[config.mk]
export PLATFORM = sky130hd
export DESIGN_NAME = water_level_flip_search
export DESIGN_NICKNAME = d
export VERILOG_FILES = /design/src/rtl/wlfs_pkg.sv /design/src/rtl/wlfs_front.sv /design/src/rtl/wlfs_queue.sv /design/src/rtl/wlfs_back.sv /design/src/rtl/water_level_flip_search.sv
export VERILOG_INCLUDE_DIRS = /design/src /design/src/rtl
export SDC_FILE = /design/constraint.sdc
export NUM_CORES = 1
export LEC_CHECK = 0
export BUFFER_PORTS_ARGS = -buffer_cell sky130_fd_sc_hd__buf_4
export CORE_UTILIZATION = 35
export CTS_CLUSTER_DIAMETER = 80
export DETAILED_ROUTE_END_ITERATION = 8
export PLACE_DENSITY_LB_ADDON = 0.25
export SLEW_MARGIN = 15
export SYNTH_ARGS = -nofsm -noshare
export SYNTH_HDL_FRONTEND = slang
export SYNTH_SLANG_ARGS = --single-unit
[constraint.sdc]
create_clock -name clk -period 9.2 [get_ports clk]
set_clock_uncertainty 0.05 [all_clocks]
set_input_delay 0.46 -clock clk [delete_from_list [all_inputs] [get_ports clk]]
set_output_delay 0.46 -clock clk [all_outputs]
set_load 0.05 [all_outputs]
[src/rtl/assert_macros.svh]
// Assertion helpers shared by the RTL files.
`ifndef ASSERT_MACROS_SVH
`define ASSERT_MACROS_SVH

// Property must hold at every rising edge outside reset.
`define ASSERT_CLK(label, clk, rst, prop, msg) \
  label: assert property (@(posedge clk) disable iff (rst) (prop)) else $error(msg);

// Condition must never be seen at a rising edge outside reset.
`define ASSERT_NEVER(label, clk, rst, cond, msg) \
  label: assert property (@(posedge clk) disable iff (rst) !(cond)) else $error(msg);

`endif

[src/rtl/wlfs_pkg.sv]
`timescale 1ns / 1ps
package wlfs_pkg;

  localparam int LEVEL_BITS     = 24;
  localparam int CABLE_BITS     = 23;
  localparam int TIME_BITS      = 32;
  localparam int THRESH_BITS    = 16;
  localparam int CFG_INDEX_BITS = 2;
  localparam int CFG_DATA_BITS  = 32;
  localparam int QUEUE_DEPTH    = 2;

  // Window bounds after a clear
  localparam logic signed [LEVEL_BITS-1:0] LEVEL_TOP    = {1'b0, {(LEVEL_BITS-1){1'b1}}};
  localparam logic signed [LEVEL_BITS-1:0] LEVEL_BOTTOM =
    {1'b1, {(LEVEL_BITS-2){1'b0}}, 1'b1};

  // Register reset values
  localparam logic [THRESH_BITS-1:0] THRESHOLD_RESET = THRESH_BITS'(20);
  localparam logic [TIME_BITS-1:0]   WINDOW_RESET    = '0;
  localparam logic [CABLE_BITS-1:0]  NEAR_ZERO_RESET = CABLE_BITS'(1000);

  typedef enum logic [CFG_INDEX_BITS-1:0] {
    REG_STABLE_THRESHOLD = 2'd0,
    REG_WINDOW_LEN       = 2'd1,
    REG_ZERO_NEAR_LIMIT  = 2'd2
  } cfg_reg_t;

  typedef enum logic {
    ACT_START  = 1'b0,
    ACT_SAMPLE = 1'b1
  } action_t;

  typedef enum logic [1:0] {
    CMD_NONE      = 2'd0,
    CMD_UP        = 2'd1,
    CMD_DOWN      = 2'd2,
    CMD_SLOW_STOP = 2'd3
  } motor_cmd_t;

  typedef enum logic [1:0] {
    ST_SEARCHING = 2'd0,
    ST_STABLE    = 2'd1,
    ST_TOO_LOW   = 2'd2,
    ST_IDLE      = 2'd3
  } status_t;

  typedef struct packed {
    action_t                       action;
    logic                          in_water;
    logic [CABLE_BITS-1:0]         cable_len;
    logic signed [LEVEL_BITS-1:0]  level_now;
    logic [TIME_BITS-1:0]          now_ms;
  } req_t;

  typedef struct packed {
    motor_cmd_t                    motor_cmd;
    status_t                       status;
    logic                          level_valid;
    logic signed [LEVEL_BITS-1:0]  level_avg;
    logic                          window_reset;
  } rsp_t;

  // Request after classification by the front end
  typedef struct packed {
    action_t                       action;
    logic                          in_water;
    logic                          near_zero;
    logic signed [LEVEL_BITS-1:0]  level_half;
    logic                          level_odd;
    logic [TIME_BITS-1:0]          now_ms;
  } cls_t;

endpackage

[src/rtl/wlfs_front.sv]
`timescale 1ns / 1ps
module wlfs_front import wlfs_pkg::*; (
  input  req_t                   req,
  input  logic [CABLE_BITS-1:0]  zero_near_limit,
  output cls_t                   cls
);

  logic signed [LEVEL_BITS-1:0] level_adj;

  // Bias negative odd levels so the shift truncates toward zero
  assign level_adj = req.level_now +
                     LEVEL_BITS'(req.level_now[LEVEL_BITS-1] & req.level_now[0]);

  // Classify the request for the back end
  always_comb begin
    cls.action     = req.action;
    cls.in_water   = req.in_water;
    cls.near_zero  = (req.cable_len <= zero_near_limit);
    cls.level_half = level_adj >>> 1;
    cls.level_odd  = req.level_now[0];
    cls.now_ms     = req.now_ms;
  end

endmodule

[src/rtl/wlfs_queue.sv]
`timescale 1ns / 1ps
module wlfs_queue import wlfs_pkg::*; #(
  parameter int DEPTH = QUEUE_DEPTH
) (
  input  logic clk,
  input  logic rst,
  input  logic push,
  input  cls_t push_data,
  output logic full,
  input  logic pop,
  output logic not_empty,
  output cls_t head
);

  localparam int PTR_W = $clog2(DEPTH);
  localparam int CNT_W = $clog2(DEPTH + 1);

  cls_t             entries [DEPTH];
  logic [PTR_W-1:0] wr_ptr;
  logic [PTR_W-1:0] rd_ptr;
  logic [CNT_W-1:0] count;

  assign full      = (count == CNT_W'(DEPTH));
  assign not_empty = (count != '0);
  assign head      = entries[rd_ptr];

  // Store the incoming request
  always_ff @(posedge clk) begin
    if (push) begin
      entries[wr_ptr] <= push_data;
    end
  end

  // Advance pointers and the fill count
  always_ff @(posedge clk) begin
    if (rst) begin
      wr_ptr <= '0;
      rd_ptr <= '0;
      count  <= '0;
    end else begin
      if (push) begin
        wr_ptr <= (wr_ptr == PTR_W'(DEPTH - 1)) ? '0 : wr_ptr + PTR_W'(1);
      end
      if (pop) begin
        rd_ptr <= (rd_ptr == PTR_W'(DEPTH - 1)) ? '0 : rd_ptr + PTR_W'(1);
      end
      if (push && !pop) begin
        count <= count + CNT_W'(1);
      end else if (pop && !push) begin
        count <= count - CNT_W'(1);
      end
    end
  end

`include "assert_macros.svh"

  `ASSERT_CLK(q_push_counts, clk, rst, push && !pop |=> count == $past(count) + CNT_W'(1), "queue count did not follow a push")
  `ASSERT_NEVER(q_pop_empty, clk, rst, pop && !not_empty, "queue popped while empty")

endmodule

[src/rtl/wlfs_back.sv]
`timescale 1ns / 1ps
module wlfs_back import wlfs_pkg::*; (
  input  logic                      clk,
  input  logic                      rst,
  input  logic                      cfg_write,
  input  logic [CFG_INDEX_BITS-1:0] cfg_index,
  input  logic [CFG_DATA_BITS-1:0]  cfg_data,
  output logic [CABLE_BITS-1:0]     zero_near_limit,
  input  logic                      q_valid,
  input  cls_t                      head,
  output logic                      pop,
  output logic                      rsp_valid,
  input  logic                      rsp_ready,
  output rsp_t                      rsp
);

  localparam int SPREAD_W = LEVEL_BITS + 2;

  logic [THRESH_BITS-1:0]        stable_threshold;
  logic [TIME_BITS-1:0]          window_len;

  logic                          searching, searching_next;
  logic                          moving_up, moving_up_next;
  logic                          have_flip, have_flip_next;
  logic signed [LEVEL_BITS-1:0]  prev_half, prev_half_next;
  logic                          prev_odd, prev_odd_next;
  logic signed [LEVEL_BITS-1:0]  window_min, window_min_next;
  logic signed [LEVEL_BITS-1:0]  window_max, window_max_next;
  logic [TIME_BITS-1:0]          window_start, window_start_next;
  rsp_t                          rsp_next;

  logic signed [LEVEL_BITS:0]    avg_sum;
  logic signed [LEVEL_BITS-1:0]  avg;
  logic signed [LEVEL_BITS-1:0]  upd_min;
  logic signed [LEVEL_BITS-1:0]  upd_max;
  logic signed [SPREAD_W-1:0]    spread;
  logic signed [SPREAD_W-1:0]    thresh_ext;
  logic [TIME_BITS-1:0]          elapsed;
  logic                          issue;

  assign pop = q_valid && (!rsp_valid || rsp_ready);

  // Average of the previous and current flip levels
  assign avg_sum = {prev_half[LEVEL_BITS-1], prev_half} +
                   {head.level_half[LEVEL_BITS-1], head.level_half} +
                   (LEVEL_BITS + 1)'(prev_odd & head.level_odd);
  assign avg     = avg_sum[LEVEL_BITS-1:0];

  // Window bounds including the new average
  assign upd_min    = (avg < window_min) ? avg : window_min;
  assign upd_max    = (avg > window_max) ? avg : window_max;
  assign spread     = {{2{upd_max[LEVEL_BITS-1]}}, upd_max} -
                      {{2{upd_min[LEVEL_BITS-1]}}, upd_min};
  assign thresh_ext = {{(SPREAD_W - THRESH_BITS){1'b0}}, stable_threshold};
  assign elapsed    = head.now_ms - window_start;

  // Decide the response and next search state
  always_comb begin
    searching_next    = searching;
    moving_up_next    = moving_up;
    have_flip_next    = have_flip;
    prev_half_next    = prev_half;
    prev_odd_next     = prev_odd;
    window_min_next   = window_min;
    window_max_next   = window_max;
    window_start_next = window_start;
    issue             = 1'b0;
    rsp_next.motor_cmd    = CMD_NONE;
    rsp_next.status       = ST_SEARCHING;
    rsp_next.level_valid  = 1'b0;
    rsp_next.level_avg    = '0;
    rsp_next.window_reset = 1'b0;

    if (head.action == ACT_START) begin
      searching_next    = 1'b1;
      have_flip_next    = 1'b0;
      moving_up_next    = head.in_water;
      window_min_next   = LEVEL_TOP;
      window_max_next   = LEVEL_BOTTOM;
      window_start_next = head.now_ms;
      issue             = 1'b1;
    end else if (!searching) begin
      rsp_next.status = ST_IDLE;
    end else if (head.in_water == moving_up) begin
      issue = 1'b1;
    end else begin
      moving_up_next = head.in_water;
      prev_half_next = head.level_half;
      prev_odd_next  = head.level_odd;
      if (!have_flip) begin
        have_flip_next    = 1'b1;
        window_start_next = head.now_ms;
        issue             = 1'b1;
      end else begin
        rsp_next.level_valid = 1'b1;
        rsp_next.level_avg   = avg;
        window_min_next      = upd_min;
        window_max_next      = upd_max;
        if (spread > thresh_ext) begin
          window_start_next     = head.now_ms;
          window_min_next       = avg;
          window_max_next       = avg;
          rsp_next.window_reset = 1'b1;
          issue                 = 1'b1;
        end else if (elapsed >= window_len) begin
          searching_next     = 1'b0;
          rsp_next.motor_cmd = CMD_SLOW_STOP;
          rsp_next.status    = ST_STABLE;
        end else begin
          issue = 1'b1;
        end
      end
    end

    // Pick the next step, stop if still wet near zero
    if (issue) begin
      if (moving_up_next) begin
        if (head.near_zero) begin
          searching_next     = 1'b0;
          rsp_next.motor_cmd = CMD_NONE;
          rsp_next.status    = ST_TOO_LOW;
        end else begin
          rsp_next.motor_cmd = CMD_UP;
        end
      end else begin
        rsp_next.motor_cmd = CMD_DOWN;
      end
    end
  end

  // Hold configuration registers
  always_ff @(posedge clk) begin
    if (rst) begin
      stable_threshold <= THRESHOLD_RESET;
      window_len       <= WINDOW_RESET;
      zero_near_limit  <= NEAR_ZERO_RESET;
    end else if (cfg_write) begin
      case (cfg_index)
        REG_STABLE_THRESHOLD: stable_threshold <= cfg_data[THRESH_BITS-1:0];
        REG_WINDOW_LEN:       window_len       <= cfg_data[TIME_BITS-1:0];
        REG_ZERO_NEAR_LIMIT:  zero_near_limit  <= cfg_data[CABLE_BITS-1:0];
        default: ;
      endcase
    end
  end

  // Advance search state on each popped request
  always_ff @(posedge clk) begin
    if (rst) begin
      searching    <= 1'b0;
      moving_up    <= 1'b0;
      have_flip    <= 1'b0;
      prev_half    <= '0;
      prev_odd     <= 1'b0;
      window_min   <= LEVEL_TOP;
      window_max   <= LEVEL_BOTTOM;
      window_start <= '0;
    end else if (pop) begin
      searching    <= searching_next;
      moving_up    <= moving_up_next;
      have_flip    <= have_flip_next;
      prev_half    <= prev_half_next;
      prev_odd     <= prev_odd_next;
      window_min   <= window_min_next;
      window_max   <= window_max_next;
      window_start <= window_start_next;
    end
  end

  // Output register
  always_ff @(posedge clk) begin
    if (rst) begin
      rsp_valid <= 1'b0;
    end else if (pop) begin
      rsp_valid <= 1'b1;
    end else if (rsp_ready) begin
      rsp_valid <= 1'b0;
    end
  end

  always_ff @(posedge clk) begin
    if (pop) begin
      rsp <= rsp_next;
    end
  end

`include "assert_macros.svh"

  `ASSERT_CLK(b_avg_only_searching, clk, rst, rsp_valid && rsp.level_valid |-> rsp.status != ST_IDLE, "average given outside a search")
  `ASSERT_CLK(b_wreset_has_avg, clk, rst, rsp_valid && rsp.window_reset |-> rsp.level_valid && rsp.status != ST_STABLE, "window restart without an average")
  `ASSERT_CLK(b_end_clears_search, clk, rst, pop && (rsp_next.status == ST_STABLE || rsp_next.status == ST_TOO_LOW) |=> !searching, "search still armed after it ended")

endmodule

[src/rtl/water_level_flip_search.sv]
`timescale 1ns / 1ps
// Water level flip search: a start request arms the search, each sample request
// reports the probe state after one motor step, and every request yields exactly
// one response with the next motor command, the status and, from the second
// wet/dry flip on, the averaged level. The block takes one request per cycle while
// the queue has room; each accepted request is written into the queue and, when
// popped, moves through the decision logic into the output register, from which
// its response is offered until it is taken.
// While a response is held, the two-entry queue keeps taking requests; once both
// entries are full the input stalls until the held response is taken.
// Configuration writes are always accepted and must only occur while idle.
module water_level_flip_search import wlfs_pkg::*; #(
  parameter int DEPTH = QUEUE_DEPTH
) (
  input  logic                      clk,
  input  logic                      rst,
  input  logic                      cfg_valid,
  output logic                      cfg_ready,
  input  logic [CFG_INDEX_BITS-1:0] cfg_index,
  input  logic [CFG_DATA_BITS-1:0]  cfg_data,
  input  logic                      req_valid,
  output logic                      req_ready,
  input  req_t                      req,
  output logic                      rsp_valid,
  input  logic                      rsp_ready,
  output rsp_t                      rsp
);

  cls_t                  cls;
  cls_t                  head;
  logic                  q_full;
  logic                  q_valid;
  logic                  pop;
  logic [CABLE_BITS-1:0] zero_near_limit;

  assign cfg_ready = 1'b1;
  assign req_ready = !q_full;

  wlfs_front u_front (
    .req             (req),
    .zero_near_limit (zero_near_limit),
    .cls             (cls)
  );

  wlfs_queue #(
    .DEPTH (DEPTH)
  ) u_queue (
    .clk       (clk),
    .rst       (rst),
    .push      (req_valid && req_ready),
    .push_data (cls),
    .full      (q_full),
    .pop       (pop),
    .not_empty (q_valid),
    .head      (head)
  );

  wlfs_back u_back (
    .clk             (clk),
    .rst             (rst),
    .cfg_write       (cfg_valid && cfg_ready),
    .cfg_index       (cfg_index),
    .cfg_data        (cfg_data),
    .zero_near_limit (zero_near_limit),
    .q_valid         (q_valid),
    .head            (head),
    .pop             (pop),
    .rsp_valid       (rsp_valid),
    .rsp_ready       (rsp_ready),
    .rsp             (rsp)
  );

endmodule
==> results.sh, run 1 <==
export IMPL_synth_ff_type="dfxtp_1"
export IMPL_netlist_instances=2193
export IMPL_cts_htree_levels=2
export IMPL_max_slew_margin_pct=27.74
export IMPL_start_kind="flip-flop"
export IMPL_setup_violations=0
export IMPL_dpl_hpwl_mm=40.06
export IMPL_crit_required_ps=9610
export IMPL_synth_edf_count=148
export IMPL_p_per_area_nw_per_um2=372.6
export IMPL_drc=0
export IMPL_numCtsBuffers=41
export IMPL_io_pins=153
export IMPL_area_growth_pct=19.80
export IMPL_final_layout_size_suffix_gt1_share_pct=17.15
export IMPL_tns_ps=0
export IMPL_insertedDiodeCount=0
export IMPL_worst_setup_path_type="flip-flop to flip-flop"
export IMPL_ctsHoldBuffers=0
export IMPL_timing_final_hold_violations=0
export IMPL_grt_pass1_wl_mm=86.61
export IMPL_syn_cell_area_sq_um=20090
export IMPL_path_common_cell="buf_12"
export IMPL_globalplace_congestion=0.8780
export IMPL_cap_violations=0
export IMPL_drtIter0Drc=949
export IMPL_min_path_type="input port to flip-flop"
export IMPL_multiInputGateArea_sq_um=11150
export IMPL_async_flop_share_pct=0
export IMPL_synth_nets=2514
export IMPL_max_stage_delay_ps=440
export IMPL_worst_pin_slew_ps=1084
export IMPL_io_buffers=151
export IMPL_ir_drop_mv=0.1941
export IMPL_worstPathArrival_ps=9050
export IMPL_grt_max_degree=99
export IMPL_core_rowCount=87
export IMPL_grt_pass1_vias=16057
export IMPL_status="completed"
export IMPL_fin_nets=2685
export IMPL_cts_tree="built"
export IMPL_layout_common_cells="nand2_1, buf_4, a21oi_1, ha_1, dfxtp_1"
export IMPL_num_vias=16532
export IMPL_die_h_microns=241.6
export IMPL_core_sq_um=56500
export IMPL_wire_per_inst_microns=17.38
export IMPL_num_fill_cells=5467
export IMPL_cp_end_kind="flip-flop"
export IMPL_clock_sinks=332
export IMPL_synth_seq_cells=332
export IMPL_avgSynthCellArea_sq_um=9.159
export IMPL_track_usage_pct=18.37
export IMPL_finalNonFillerCells=3153
export IMPL_dieArea_sq_um=58350
export IMPL_p_leak_nw=9.527
export IMPL_start_util_pct=35.55
export IMPL_clockBufferDepth=3
export IMPL_vias_per_cell=5.243
export IMPL_dp_cells=3061
export IMPL_clockRootBuffer="clkbuf_16"
export IMPL_drt_pass1_iter_count=7
export IMPL_grt_ovfl_total=0
export IMPL_antenna_found_initial=1
export IMPL_timing_final_crit_period_ps=8646
export IMPL_clock_fmax_mhz=115.7
export IMPL_final_common_cell="nand2_1"
export IMPL_path_clk_slew_ps=60
export IMPL_chipWidth_microns=241.6
export IMPL_clock_latency_ps=550
export IMPL_crit_fanout=22
export IMPL_synthDistinctLibCells=81
export IMPL_postRouteAntennaNets=0
export IMPL_totalWireLength_mm=54.81
export IMPL_worst_path_max_delay_cell="a2111o_1"
export IMPL_ys_warnings_count=0
export IMPL_synth_seq_area_share_pct=40.46
export IMPL_slew_violations=0
export IMPL_seq_area_sq_um=8132
export IMPL_period_share_pct=93.97
==> kinds of logic (layout without fill, tap and decap cells) <==
logic type      count (synthesis)  in the layout  synth area share [%]
simple gates                  662            662                 15.37
compound gates                556            556                 17.98
flops                         332            332                 40.46
buf+inv                       270            474                 5.183
fa+ha+maj                     201            201                 12.67
xor+xnor                       87             87                 3.793
mux                            84             84                 4.516
other cells                     1              1               0.01867
==> final cells by class <==
class / instances / area share, %
clock buffer: 54 / 4.685
inverter: 172 / 2.683
clock inverter: 22 / 1.014
timing repair buffer: 226 / 7.555
sequential: 332 / 33.79
tap: 756 / 3.931
multi-input combinational: 1591 / 46.34
==> final timing paths <==
kind                              start                          to  slack, ps  depth (start not counted)
min                              req[1]       u_queue.entries[1][1]         40                          1
min reg2reg  u_back.zero_near_limit[14]  u_back.zero_near_limit[14]        400                          2
max                           flip-flop       u_back.window_max[16]        550                         38
max reg2reg                   flip-flop       u_back.window_max[16]        550                         38
==> synthesized netlist by cell type (all sizes together), types with 26 or more instances <==
master | number | area (sq um)
a21o | 41 | 307.8
nand2 | 238 | 893.4
nand3 | 33 | 165.2
mux2i | 31 | 310.3
nor3 | 119 | 595.6
mux2 | 53 | 596.8
o21ai | 95 | 479.2
a31oi | 31 | 193.9
xnor2 | 53 | 464.2
inv | 171 | 641.9
xor2 | 34 | 297.8
and2 | 34 | 212.7
a211oi | 46 | 355.3
clkbuf | 83 | 311.6
dfxtp | 184 | 3684
a21oi | 204 | 1032
ha | 197 | 2465
nor2 | 129 | 484.2
edfxtp | 148 | 4444
a311oi | 26 | 227.7
==> per-layer routing <==
layer	up-vias	routed length, microns	GRT usage (%)	share of wire (%)
met5	-	0	0	0
met4	0	1362	6.032	2.5
met3	77	2383	2.264	4.3
met2	377	26610	31.76	49
met1	7830	24460	23.62	45
li1	8248	-	-	-
==> state kept, by name (all words and copies together), names as in the netlist, 2 cells and up, named ones only <==
signal                   count
u_back.window_max           24
u_back.zero_near_limit      23
u_back.window_min           24
u_queue.count                2
u_back.rsp                  30
u_back.prev_half            23
u_queue.entries            118
u_back.window_start         32
u_back.stable_threshold     16
u_back.window_len           32
==> report_power, final <==
group	total [W]	switching, W	internal, W
clock network	0.00164	0.000632	0.00101
registers	0.00189	0.0000927	0.00180
logic	0.00543	0.00326	0.00218
total	0.00896	0.00398	0.00498
==> stage by stage <==
stage | hold WS, ps | cell area, sq um | power [W] | worst slack [ps] | util, %
after global routing | 17.93 | 24060 | 0.009662 | -68.56 | 42.59
after global placement | 395.5 | 22370 | 0.007044 | 283.9 | 39.59
after CTS | 3.570 | 23760 | 0.008837 | 2.265 | 42.05
after detailed placement | 397.1 | 22370 | 0.007139 | -138.3 | 39.59
final | 36.05 | 24060 | 0.008965 | 554.3 | 42.59
after floorplan | 386.3 | 20090 | 0.005596 | 24.68 | -
==> critical path, delay by kind of cell, from the launching register on <==
kind / cells / cell delay [ps]
fa+ha+maj: 4 / 1280
compound gates: 18 / 3800
simple gates: 8 / 1320
xor+xnor: 1 / 150
mux: 2 / 710
buf+inv: 5 / 800
flops: 1 / 400
==> repair_timing <==
item	in CTS	in global routing
cloned	0	1
setup endpoints to repair	71	86
gates resized for setup	3	40
buffers inserted	1	14
pin swaps	1	19
hold endpoints to repair	0	0
No activity file was read; power rests on OpenSTA's default activity.
==> run 2, diff against run 1 <==
==> constraint.sdc (replaced) <==
create_clock -name clk -period 9.23 [get_ports clk]
set_clock_uncertainty 0.05 [all_clocks]
set_input_delay 0.4615 -clock clk [delete_from_list [all_inputs] [get_ports clk]]
set_output_delay 0.4615 -clock clk [all_outputs]
set_load 0.05 [all_outputs]
==> results.sh, run 2 (synthesis results as in run 1) <==
export IMPL_dpl_hpwl_mm=40.57
export IMPL_grt_max_degree=72
export IMPL_num_fill_cells=5470
export IMPL_cts_htree_levels=2
export IMPL_grt_pass1_wl_mm=87.68
export IMPL_chipWidth_microns=241.6
export IMPL_vias_per_cell=5.299
export IMPL_regMostFlops="u_queue.entries"
export IMPL_max_stage_delay_ps=450
export IMPL_post_route_util_pct=42.52
export IMPL_p_leak_nw=9.510
export IMPL_largest_reg_flops=118
export IMPL_core_rowCount=87
export IMPL_numCtsBuffers=40
export IMPL_reg2reg_setup_slack_ps=470
export IMPL_num_vias=16745
export IMPL_start_util_pct=35.55
export IMPL_path_clk_slew_ps=60
export IMPL_slew_violations=0
export IMPL_wire_per_inst_microns=17.60
export IMPL_setup_ws_ps=466.4
export IMPL_worst_setup_path_type="flip-flop to flip-flop"
export IMPL_worst_path_max_delay_cell="ha_2"
export IMPL_min_from="req[1]"
export IMPL_setup_violations=0
export IMPL_worstHoldEndpoint="u_queue.entries[0][1]"
export IMPL_clock_fmax_mhz=114.1
export IMPL_die_h_microns=241.6
export IMPL_worst_pin_slew_ps=1159
export IMPL_antenna_found_initial=0
export IMPL_grt_pass1_vias=16280
export IMPL_min_path_type="input port to flip-flop"
export IMPL_worstPathArrival_ps=9160
export IMPL_area_growth_pct=19.59
export IMPL_crit_required_ps=9630
export IMPL_timing_final_hold_violations=0
export IMPL_grt_ovfl_total=0
export IMPL_max_slew_margin_pct=22.72
export IMPL_totalWireLength_mm=55.61
export IMPL_drc=0
export IMPL_layout_common_cells="nand2_1, buf_4, a21oi_1, ha_1, dfxtp_1"
export IMPL_core_sq_um=56500
export IMPL_timing_final_crit_period_ps=8764
export IMPL_fin_nets=2693
export IMPL_min_path_cells=1
export IMPL_status="completed"
export IMPL_postRouteAntennaNets=0
export IMPL_cap_violations=0
export IMPL_clockRootBuffer="clkbuf_16"
export IMPL_cts_tree="built"
export IMPL_pre_cts_ws_ps=-109.7
export IMPL_cp_end_kind="flip-flop"
export IMPL_largestRegisters="u_queue.entries: 118 flops, u_back.window_len: 32 flops, u_back.window_start: 32 flops"
export IMPL_crit_fanout=19
export IMPL_final_layout_size_suffix_gt1_share_pct=16.72
export IMPL_start_kind="flip-flop"
export IMPL_power_total_w=0.008840
export IMPL_dieArea_sq_um=58350
export IMPL_insertedDiodeCount=0
export IMPL_clock_sinks=332
export IMPL_clock_latency_ps=570
export IMPL_p_per_area_nw_per_um2=368.0
export IMPL_track_usage_pct=18.64
export IMPL_final_common_cell="nand2_1"
export IMPL_period_share_pct=94.95
export IMPL_hold_ws_ps=32.16
export IMPL_reg2regPathDepth=40
export IMPL_drtIter0Drc=1182
export IMPL_io_pins=153
export IMPL_r2r_end="u_back.window_max[23]"
export IMPL_clockBufferDepth=3
export IMPL_io_buffers=151
export IMPL_globalplace_congestion=0.8594
export IMPL_drt_pass1_iter_count=5
export IMPL_ir_drop_mv=0.1976
run 2: cell types whose count changed in the layout (fill, tap and decap cells not counted), sizes merged:
cell,before,now
buf,225,220
bufinv,5,3
clkbuf,55,53
dlygate4sd3,0,14
inv,173,175
run 2: report_power, final:
| group | total [W] | switching, W | internal [W] |
|---|---|---|---|
| registers | 0.00189 | 0.0000931 | 0.00180 |
| clock network | 0.00157 | 0.000644 | 0.000922 |
| logic | 0.00539 | 0.00324 | 0.00214 |
run 2: layout make-up:
type	instances	area, sq um	area share, %
clock buffers	52	1087	4.526
well taps	756	945.9	3.938
clock inverters	22	207.7	0.8646
multi-input cells	1591	11100	46.19
inverters	172	645.6	2.688
flip-flops and latches	332	8132	33.85
repair buffers	235	1908	7.943
run 2: metal layers:
layer | GRT usage, % | share of wire, % | vias to the layer above
met1 | 23.94 | 44 | 7900
met5 | 0 | 0 | -
met4 | 7.063 | 3.4 | 0
met3 | 2.519 | 4.8 | 122
met2 | 31.66 | 48 | 461
li1 | - | - | 8262
run 2: critical path, delay by kind of cell, from the launching register on:
kind / cells / cell delay (ps)
compound gates: 12 / 2810
buf+inv: 6 / 970
mux: 2 / 590
flops: 1 / 420
fa+ha+maj: 4 / 1370
xor+xnor: 2 / 260
simple gates: 14 / 2170
run 2: repair_timing:
action | in CTS | in global routing
hold endpoints to repair | 25 | 0
setup endpoints to repair | 82 | 86
hold buffers | 14 | 0
cloned | 0 | 1
pin swaps | 0 | 12
setup buffers | 1 | 9
resized for setup | 3 | 30
run 2: how the worst max path moves through the flow:
| stage | end | slack (ps) | depth (start not counted) | from |
|---|---|---|---|---|
| floorplan | u_back.window_min[14] | 50 | 45 | flip-flop |
| global placement | u_back.window_max[2] | 280 | 40 | flip-flop |
| detailed placement | u_back.window_min[18] | -110 | 40 | flip-flop |
| CTS | u_back.window_max[12] | 20 | 40 | flip-flop |
| global route | u_back.window_max[23] | -50 | 43 | flip-flop |
| finish | u_back.window_max[23] | 470 | 40 | flip-flop |
run 2: through the flow:
stage | setup TNS [ps] | area, sq um | std cells
after floorplan | 0 | 20090 | 2193
after global placement | 0 | 22370 | 3061
after detailed placement | -3349 | 22370 | 3061
after CTS | 0 | 23820 | 3150
after global routing | -130.7 | 24020 | 3160
final | 0 | 24020 | 3160
